## src/rtl/block_bitmap_allocator_unit_defines.svh

```systemverilog
// Assertion helpers shared by the allocator RTL. They assume a clock named clk and
// an active-low asynchronous reset named arst_n in the module that uses them.
`ifndef BLOCK_BITMAP_ALLOCATOR_UNIT_DEFINES_SVH
`define BLOCK_BITMAP_ALLOCATOR_UNIT_DEFINES_SVH

// Same-cycle implication.
`define BBA_ASSERT_NOW(label, ante, cons, msg) \
	label: assert property (@(posedge clk) disable iff (!arst_n) (ante) |-> (cons)) \
		else $error(msg);

// Next-cycle implication.
`define BBA_ASSERT_NEXT(label, ante, cons, msg) \
	label: assert property (@(posedge clk) disable iff (!arst_n) (ante) |=> (cons)) \
		else $error(msg);

`endif

```

## src/rtl/bba_pkg.sv

```systemverilog
`default_nettype none

package bba_pkg;

	localparam int WORD_W       = 64;
	localparam int BIT_SEL_W    = 6;
	localparam int INDEX_W      = 12;
	localparam int INDEX_SPAN   = 4096;
	localparam int MAX_WORDS    = INDEX_SPAN / WORD_W;
	localparam int TOTAL_W      = 13;
	localparam int COUNT_W      = 13;
	localparam int APB_ADDR_W   = 3;
	localparam int APB_DATA_W   = 32;

	localparam logic [TOTAL_W-1:0]    TOTAL_RESET = 13'd4096;
	localparam logic [COUNT_W-1:0]    COUNT_MAX   = 13'd8191;
	localparam logic [APB_ADDR_W-1:0] ADDR_TOTAL_BLOCKS = 3'd0;

	typedef enum logic [1:0] {
		OP_ALLOC = 2'd0,
		OP_FREE  = 2'd1,
		OP_READ  = 2'd2,
		OP_WRITE = 2'd3
	} op_t;

	typedef enum logic [1:0] {
		STAT_OK    = 2'd0,
		STAT_FULL  = 2'd1,
		STAT_RANGE = 2'd2
	} status_t;

	typedef struct packed {
		op_t                operation;
		logic [INDEX_W-1:0] block_index;
		logic               bit_value;
	} request_t;

	typedef struct packed {
		logic [INDEX_W-1:0] result_block;
		logic               bit_read;
		status_t            status;
	} response_t;

endpackage

`default_nettype wire

```

## src/rtl/bba_word_store.sv

```systemverilog
`default_nettype none

// Bitmap word memory with registered read. Per-word valid bits make
// never-written words read as zero; per-word full flags summarize all-ones words.
module bba_word_store #(
	parameter int WORD_COUNT = 64,
	parameter int ADDR_W     = 6
) (
	input  wire                       clk,
	input  wire                       arst_n,
	input  wire                       rd_en,
	input  wire  [ADDR_W-1:0]         rd_addr,
	output logic [bba_pkg::WORD_W-1:0] rd_data,
	input  wire                       wr_en,
	input  wire  [ADDR_W-1:0]         wr_addr,
	input  wire  [bba_pkg::WORD_W-1:0] wr_data,
	output logic [WORD_COUNT-1:0]     full
);

	logic [bba_pkg::WORD_W-1:0] mem [WORD_COUNT];
	logic [bba_pkg::WORD_W-1:0] rd_raw_q;
	logic                       rd_valid_q;
	logic [WORD_COUNT-1:0]      valid_q;
	logic [WORD_COUNT-1:0]      full_q;

	always_ff @(posedge clk) begin
		if (wr_en) begin
			mem[wr_addr] <= wr_data;
		end
		if (rd_en) begin
			rd_raw_q <= mem[rd_addr];
		end
	end

	always_ff @(posedge clk or negedge arst_n) begin
		if (!arst_n) begin
			valid_q    <= '0;
			full_q     <= '0;
			rd_valid_q <= 1'b0;
		end else begin
			if (wr_en) begin
				valid_q[wr_addr] <= 1'b1;
				full_q[wr_addr]  <= &wr_data;
			end
			if (rd_en) begin
				rd_valid_q <= valid_q[rd_addr];
			end
		end
	end

	assign rd_data = rd_valid_q ? rd_raw_q : '0;
	assign full    = full_q;

endmodule

`default_nettype wire
```

## config.mk

```make
export PLATFORM = sky130hd
export DESIGN_NAME = bba_word_store
export DESIGN_NICKNAME = d
export VERILOG_FILES = /design/src/rtl/block_bitmap_allocator_unit_defines.svh /design/src/rtl/bba_pkg.sv /design/src/rtl/bba_word_store.sv
export SDC_FILE = /design/constraint.sdc
export NUM_CORES = 2
export LEC_CHECK = 0
export ABC_AREA = 1
export BUFFER_PORTS_ARGS = -buffer_cell sky130_fd_sc_hd__buf_2
export CORE_UTILIZATION = 32
export CTS_CLUSTER_DIAMETER = 150
export DETAILED_ROUTE_END_ITERATION = 10
export MAX_ROUTING_LAYER = met4
export PLACE_DENSITY = 0.46
export RECOVER_POWER = 25
export SYNTH_ARGS = -nofsm -noshare
export SYNTH_HDL_FRONTEND = slang
export SYNTH_SLANG_ARGS = --single-unit
```

## constraint.sdc

```tcl
create_clock -name clk -period 1.54 [get_ports clk]
set_clock_uncertainty 0.15 [all_clocks]
set_input_delay 0.154 -clock clk [delete_from_list [all_inputs] [get_ports clk]]
set_output_delay 0.154 -clock clk [all_outputs]
set_load 0.05 [all_outputs]
```

---- After elaboration in Yosys (flattened, before gate mapping) ----
Memories as Yosys holds them, arrays and structs flattened. A register that Yosys moved wholly into a read port is not among the register bits.
Cells that the tools add are included.
storage, ports and cells
  memory bits (writable) .................. 4096
  bits of input ports ..................... 80
  flip-flop bits (word level) ............. 129
  memories ................................ 1
  output and inout port bits .............. 128
  word-level logic and storage cells ...... 18
cells by class
  bitwise gates (word level) .............. 1
  order comparisons ....................... 3
  multiplexer cells ....................... 8
  reductions and logical operators ........ 2
memories
  name  depth  bits a word  rd ports  clocked after memory_dff  wr ports  line                  source
  mem   64     64           1         1                         1         bba_word_store.sv:20  logic [bba_pkg::WORD_W-1:0] mem [WORD_COUNT];
operator list
  kind                                                                          number
  64-bit bitwise mux                                                            1
  64-bit two-way mux                                                            1
  64-bit bitwise OR                                                             1
  64-bit AND reduction                                                          1
  6-bit by 7-bit less-than comparator with 1-bit output, second input constant  2
  1-bit binary-select mux with 6-bit select                                     1
  1-bit demux with 6-bit select                                                 1
  6-bit by 1-bit >= comparator with 1-bit output, second input constant         1
  1-bit two-way mux                                                             4
  1-bit logical AND                                                             1

---- Depth between registers and ports, before layout ----
  depth in word-level cells ............... 5
  mapped depth ............................ 13
  gate-level depth less buffers ........... 9

---- Least setup slack after synthesis ----
Ideal clock, no wire load.
  path kind ............................... input-to-reg
  from .................................... input port wr_en
  to ...................................... memory mem[50][0] in the netlist's numbering (enable)
  stages on the path ...................... 7
  library setup time ...................... 0.489 ns
  required time ........................... 0.901 ns
  path buffers ............................ 1
  slack ................................... -2.510 ns
  arrival time ............................ 3.412 ns
  cell sequence ........................... inv_1 nor2_1 inv_1 nor2_1 inv_1 clkbuf_1 nor2_1
on the way
  longest elaborated chain between the ends .. 2
RTL lines
  what                                     line                  source
  start, declared                          bba_word_store.sv:14  input wire wr_en,
  1-bit two-way mux                        bba_word_store.sv:27  if (wr_en) begin
  1-bit two-way mux (implied by the code)  bba_word_store.sv:28  mem[wr_addr] <= wr_data;
  end, declared                            bba_word_store.sv:20
No other way between the ends.

---- Worst setup path in the final report ----
  from .................................... register rd_valid_q
  to ...................................... output port rd_data[56] in the netlist's numbering
on the way
  longest elaborated chain between the ends .. 1
RTL lines
  what                    line                  source
  start, declared         bba_word_store.sv:22  logic rd_valid_q;
  start signal, assigned  bba_word_store.sv:46  rd_valid_q <= valid_q[rd_addr];
  64-bit two-way mux      bba_word_store.sv:51  assign rd_data = rd_valid_q ? rd_raw_q : '0;
  end, declared           bba_word_store.sv:13  output logic [bba_pkg::WORD_W-1:0] rd_data,
No other way between the ends.

==> results <==
- The final cycle utilization of the critical path is 170%.
- Of the cells placed in the final design, the portion with a size suffix greater than 1 is roughly a fifth.
- In this run the cell area of the synthesized design comes to between 0.15 and 0.2 mm2.
- The initial antenna violation count is 31.
- about 210 I/O pins were placed.
- The worst pin sits at a relative slew slack of -4.86%.
- STA classifies the critical path startpoint as a flop.
- The die boundary height is between 700 and 800 um.
- The count of final max-slew check failures is ~200.
- The number of vias in the routed layout is roughly 120k.
- Setup repair after global routing could not meet its margin everywhere.
- The register-to-register path setup slack is -70 ps.
- In this run the number of H-tree levels came out at 5.
- The routed via count divided by cell count is between 5 and 6.
- The distinct cell type count of the synthesized netlist is 20.
- The worst ir drop on vdd is ~1.1 mV.
- The proportion of netlist area held by the largest area contributor is between 70% and 80%.
- For this run, global-route usage on met1 was measured as about a third.
- The initial core utilization is 32.2%.
- In the synthesized netlist the dominant register cell turns out to be sky130_fd_sc_hd__edfxtp_1.
- The path depth of the worst reg2reg path is 9.
- Per report_power, the clock group accounts for around two fifths of the total.
- For this run, the register share of the synthesized area comes to approximately 75%.
- After detailed routing, the number of remaining DRC violations is 0.
- The cell with the largest stage delay on the worst path is sky130_fd_sc_hd__dfrtp_4.
- The count of cells along the worst hold path is 8.
- The synthesized design spends more area on one cell type than any other, namely sky130_fd_sc_hd__edfxtp_1.
- CTS saw approximately 4,300 sinks.
- The congestion estimate from routability-driven global placement came to 0.824.
- Total power for the finished layout comes to roughly 260,000 uW.
- The site row count is ~270.
- After layout, the minimum clock period comes to approximately 2600 ps.
- For this run, the slowest stage of the critical path takes 500 ps.
- The number of nets produced by synthesis is 14,000.
- The Yosys step of the flow raised 0 warnings.
- The final routed wirelength across all metal layers is 630,000 um.
- In this run, the number of DRC markers left after iteration 0 of detailed routing was 12,600.
- The clock passes through at most 4 buffers.
- Yosys mapped a number of flops with a built-in enable equal to 4,160.
- The synthesized instance count is approximately 14,000.
- The data arrival time of the critical path is 2320 ps.
- Global routing consumed, over all layers together, a little under a quarter of the routing resources.
- The reported max-cap violation count is 3.
- The met3 track utilization from global routing is between 2 and 2.5%.
- The fraction of synthesis flops using an asynchronous set or reset pin is under 10%.
- In the final routed layout, each cell accounts on average for about 28 um.
- The power density over the cells is around 1200 mW/mm2.
- The most numerous cell type found on the critical path is sky130_fd_sc_hd__buf_12.
- The residual overflow from global routing is 0.
- The area added between synthesis and finish is 26.9%.
- Of all nets on the critical path, the largest fanout is 5.
- The library cell used as clock root buffer is sky130_fd_sc_hd__clkbuf_16.
- The checks that failed: hold timing, capacitance limit, slew limit, setup timing.
- The CTS clock-pin slew for the worst setup and hold paths is about 60 ps.
- STA puts the critical path data required time at ~1200 ps.
- Once placement finished, the instance area stood at a little under 0.2 mm2.
- The die is 732 um wide.
- After layout, the worst setup slack is -1080 ps.
- The flow ran to the end, but the final reports show violations.
- The signal on the critical path passes through buf_16, buf_12, buf_12, nand2_4, inv_4, buf_12.
- By startpoint and endpoint, the worst setup path is classified as reg -> out.
- Once detail routing completed, the nets flagged for antenna violations numbered 0.
- The finished layout cell area is between 0.2 and 0.25 mm2.
- The layer with the highest usage after global routing is met2.
- Among all cell types in the netlist, the one instantiated most often is sky130_fd_sc_hd__edfxtp_1.
- The capturing instance or port of the critical path is rd_data[56].
- In this run the worst hold path is classified as in -> reg.
- The final-report setup violation count is between 1,500 and 2,000.
- The worst hold path begins at wr_en.
- TritonCTS built the clock tree.
- Of the total power, the share spent switching nets is about a quarter.
- Prior to clock tree synthesis, the placed netlist has a worst setup slack of -1250 ps.
- For this run, the post-layout net count is ~15,000.
- Counting flops and latches in the post-synthesis netlist gives 4,289.
- The number of I/O port buffers is around 210.
- The internal power of the cells totals a little under 200,000 uW.
- The number of global-route vias before repair was about 110k.
- After floorplanning, the core was sized to cover around 0.53 mm2.
- The net load switching power is just over 60,000 uW.
- The mean instance size in the synthesized netlist is about 12 um2.
- The fraction of power consumed by combinational cells is under 10%.
- Detailed placement finished with a half-perimeter wire length of around 400,000 um.
- In the synthesized netlist, the cells that appear most often are sky130_fd_sc_hd__edfxtp_1 (4,160), sky130_fd_sc_hd__nand2_1 (3,654), sky130_fd_sc_hd__nand3_1 (3,007).
- The worst setup path is captured at a primary output.
- The first-pass GRT wire length is 882,000 um.
- After synthesis, the cell types taking the most area are sky130_fd_sc_hd__edfxtp_1 (73%), sky130_fd_sc_hd__nand3_1 (8.8%), sky130_fd_sc_hd__nand2_1 (8.0%), sky130_fd_sc_hd__o21ai_0 (2.1%), sky130_fd_sc_hd__dfrtp_1 (1.9%).
- The hold violation total from the final report is 10.
- The fmax is between 300 and 400 MHz.
- For the pin with the worst max-slew slack, the measured transition is around 1600 ps.
- The full die area is roughly 0.54 mm2.
- Counting the buffers created by CTS gives between 400 and 500.
- The share of total power dissipated in sequential elements is approximately half.
- The total leakage power is between 0.07 and 0.08 uW.
- The most critical setup path has its startpoint at rd_valid_q.
- Final hold analysis gives a worst-case slack of -53.8 ps.
- The clock reaches the later pin of the worst-skew pair after slightly above 1000 ps.
- The worst register-to-register path ends at rd_raw_q[30].
- The startpoint identified for the worst register-to-register timing path is mem[13][30].
- The global routing usage on met2 is a little under two fifths.
- For this run, the detailed router's first-pass iteration total came to 6.
- Entering global routing, the biggest net connects between 60 and 70 pins.
==> metal layers <==
metal,vias up,wire length [um]
li1,52900,-
met1,60600,274000
met2,3874,304000
met3,960,33800
met4,0,18600
met5,-,0
==> worst min-delay path by stage <==
stage	endpoint
detailed placement	full[52]
CTS	rd_raw_q[2]
global placement	full[52]
floorplan	full[0]
finish	full[11]
global route	full[11]
==> critical path: cells and delay by family (launching register included) <==
kind	cells	cell delay (ps)
flip-flops	1	500
AND/OR/NAND/NOR	1	70
buffers and inverters	5	660
==> state kept, by name, summed over array words and instances (netlist names) <==
register / count
mem: 4096
full: 64
rd_raw_q: 64
valid_q: 64
rd_valid_q: 1
==> power groups by stage <==
stage | Combinational, uW | Clock [uW] | Sequential (uW)
final | 20600 | 108000 | 130000
after global routing | 22100 | 114000 | 130000
after CTS | 20200 | 109000 | 130000
after detailed placement | 19400 | 0 | 132000
after global placement | 19300 | 0 | 132000
after floorplan | 8840 | 0 | 132000
==> timing repair <==
item | in CTS | in global routing
pin swaps | 70 | 305
setup endpoints to repair | 237 | 3530
gates cloned | 4 | 9
hold buffers | 88 | 4
resized for setup | 517 | 724
hold endpoints to repair | 4353 | 56
buffers inserted | 11 | 40
==> stage by stage <==
step / setup TNS (ps) / cells / util, %
global placement: -2118500 / 21800 / 37.3
floorplan: -2741970 / 13900 / -
finish: -254920 / 22700 / 40.9
detailed placement: -2126850 / 21800 / 37.3
CTS: -169260 / 22700 / 40.5
global route: -219130 / 22700 / 40.9
==> cells by family after synthesis <==
group,Yosys count,synth area share (%)
flops,4289,75.1
compound gates,1088,3.38
simple gates,7342,18.5
buf+inv,1161,3.06
==> cell usage in the layout (no fill, tap or decap), types with 97 or more instances in the layout <==
master	Yosys	routed
sky130_fd_sc_hd__edfxtp_1	4160	4160
sky130_fd_sc_hd__nand2_1	3654	3499
sky130_fd_sc_hd__nand3_1	3007	2751
sky130_fd_sc_hd__buf_4	89	935
sky130_fd_sc_hd__buf_12	0	690
sky130_fd_sc_hd__nor2_1	589	507
sky130_fd_sc_hd__clkbuf_16	0	469
sky130_fd_sc_hd__o21ai_0	704	370
sky130_fd_sc_hd__o21ai_1	0	283
sky130_fd_sc_hd__nand3_2	0	248
sky130_fd_sc_hd__o22ai_1	256	246
sky130_fd_sc_hd__inv_1	221	152
sky130_fd_sc_hd__clkinv_1	0	148
sky130_fd_sc_hd__dfrtp_1	129	128
sky130_fd_sc_hd__clkbuf_1	318	111
sky130_fd_sc_hd__nand2_2	0	101
sky130_fd_sc_hd__a21oi_1	128	97
==> area by class of cell <==
cell class / instances / area, um2
fill: 49900 / 313000
sequential: 4289 / 128000
multi-input combinational: 8430 / 40400
timing repair buffer: 1956 / 24100
clock buffer: 544 / 11900
tap: 6994 / 8750
clock inverter: 291 / 2380
inverter: 225 / 991
antenna: 18 / 45.0
timing repair inverter: 1 / 5.00
Note: power is estimated with default switching activity, not from simulation.
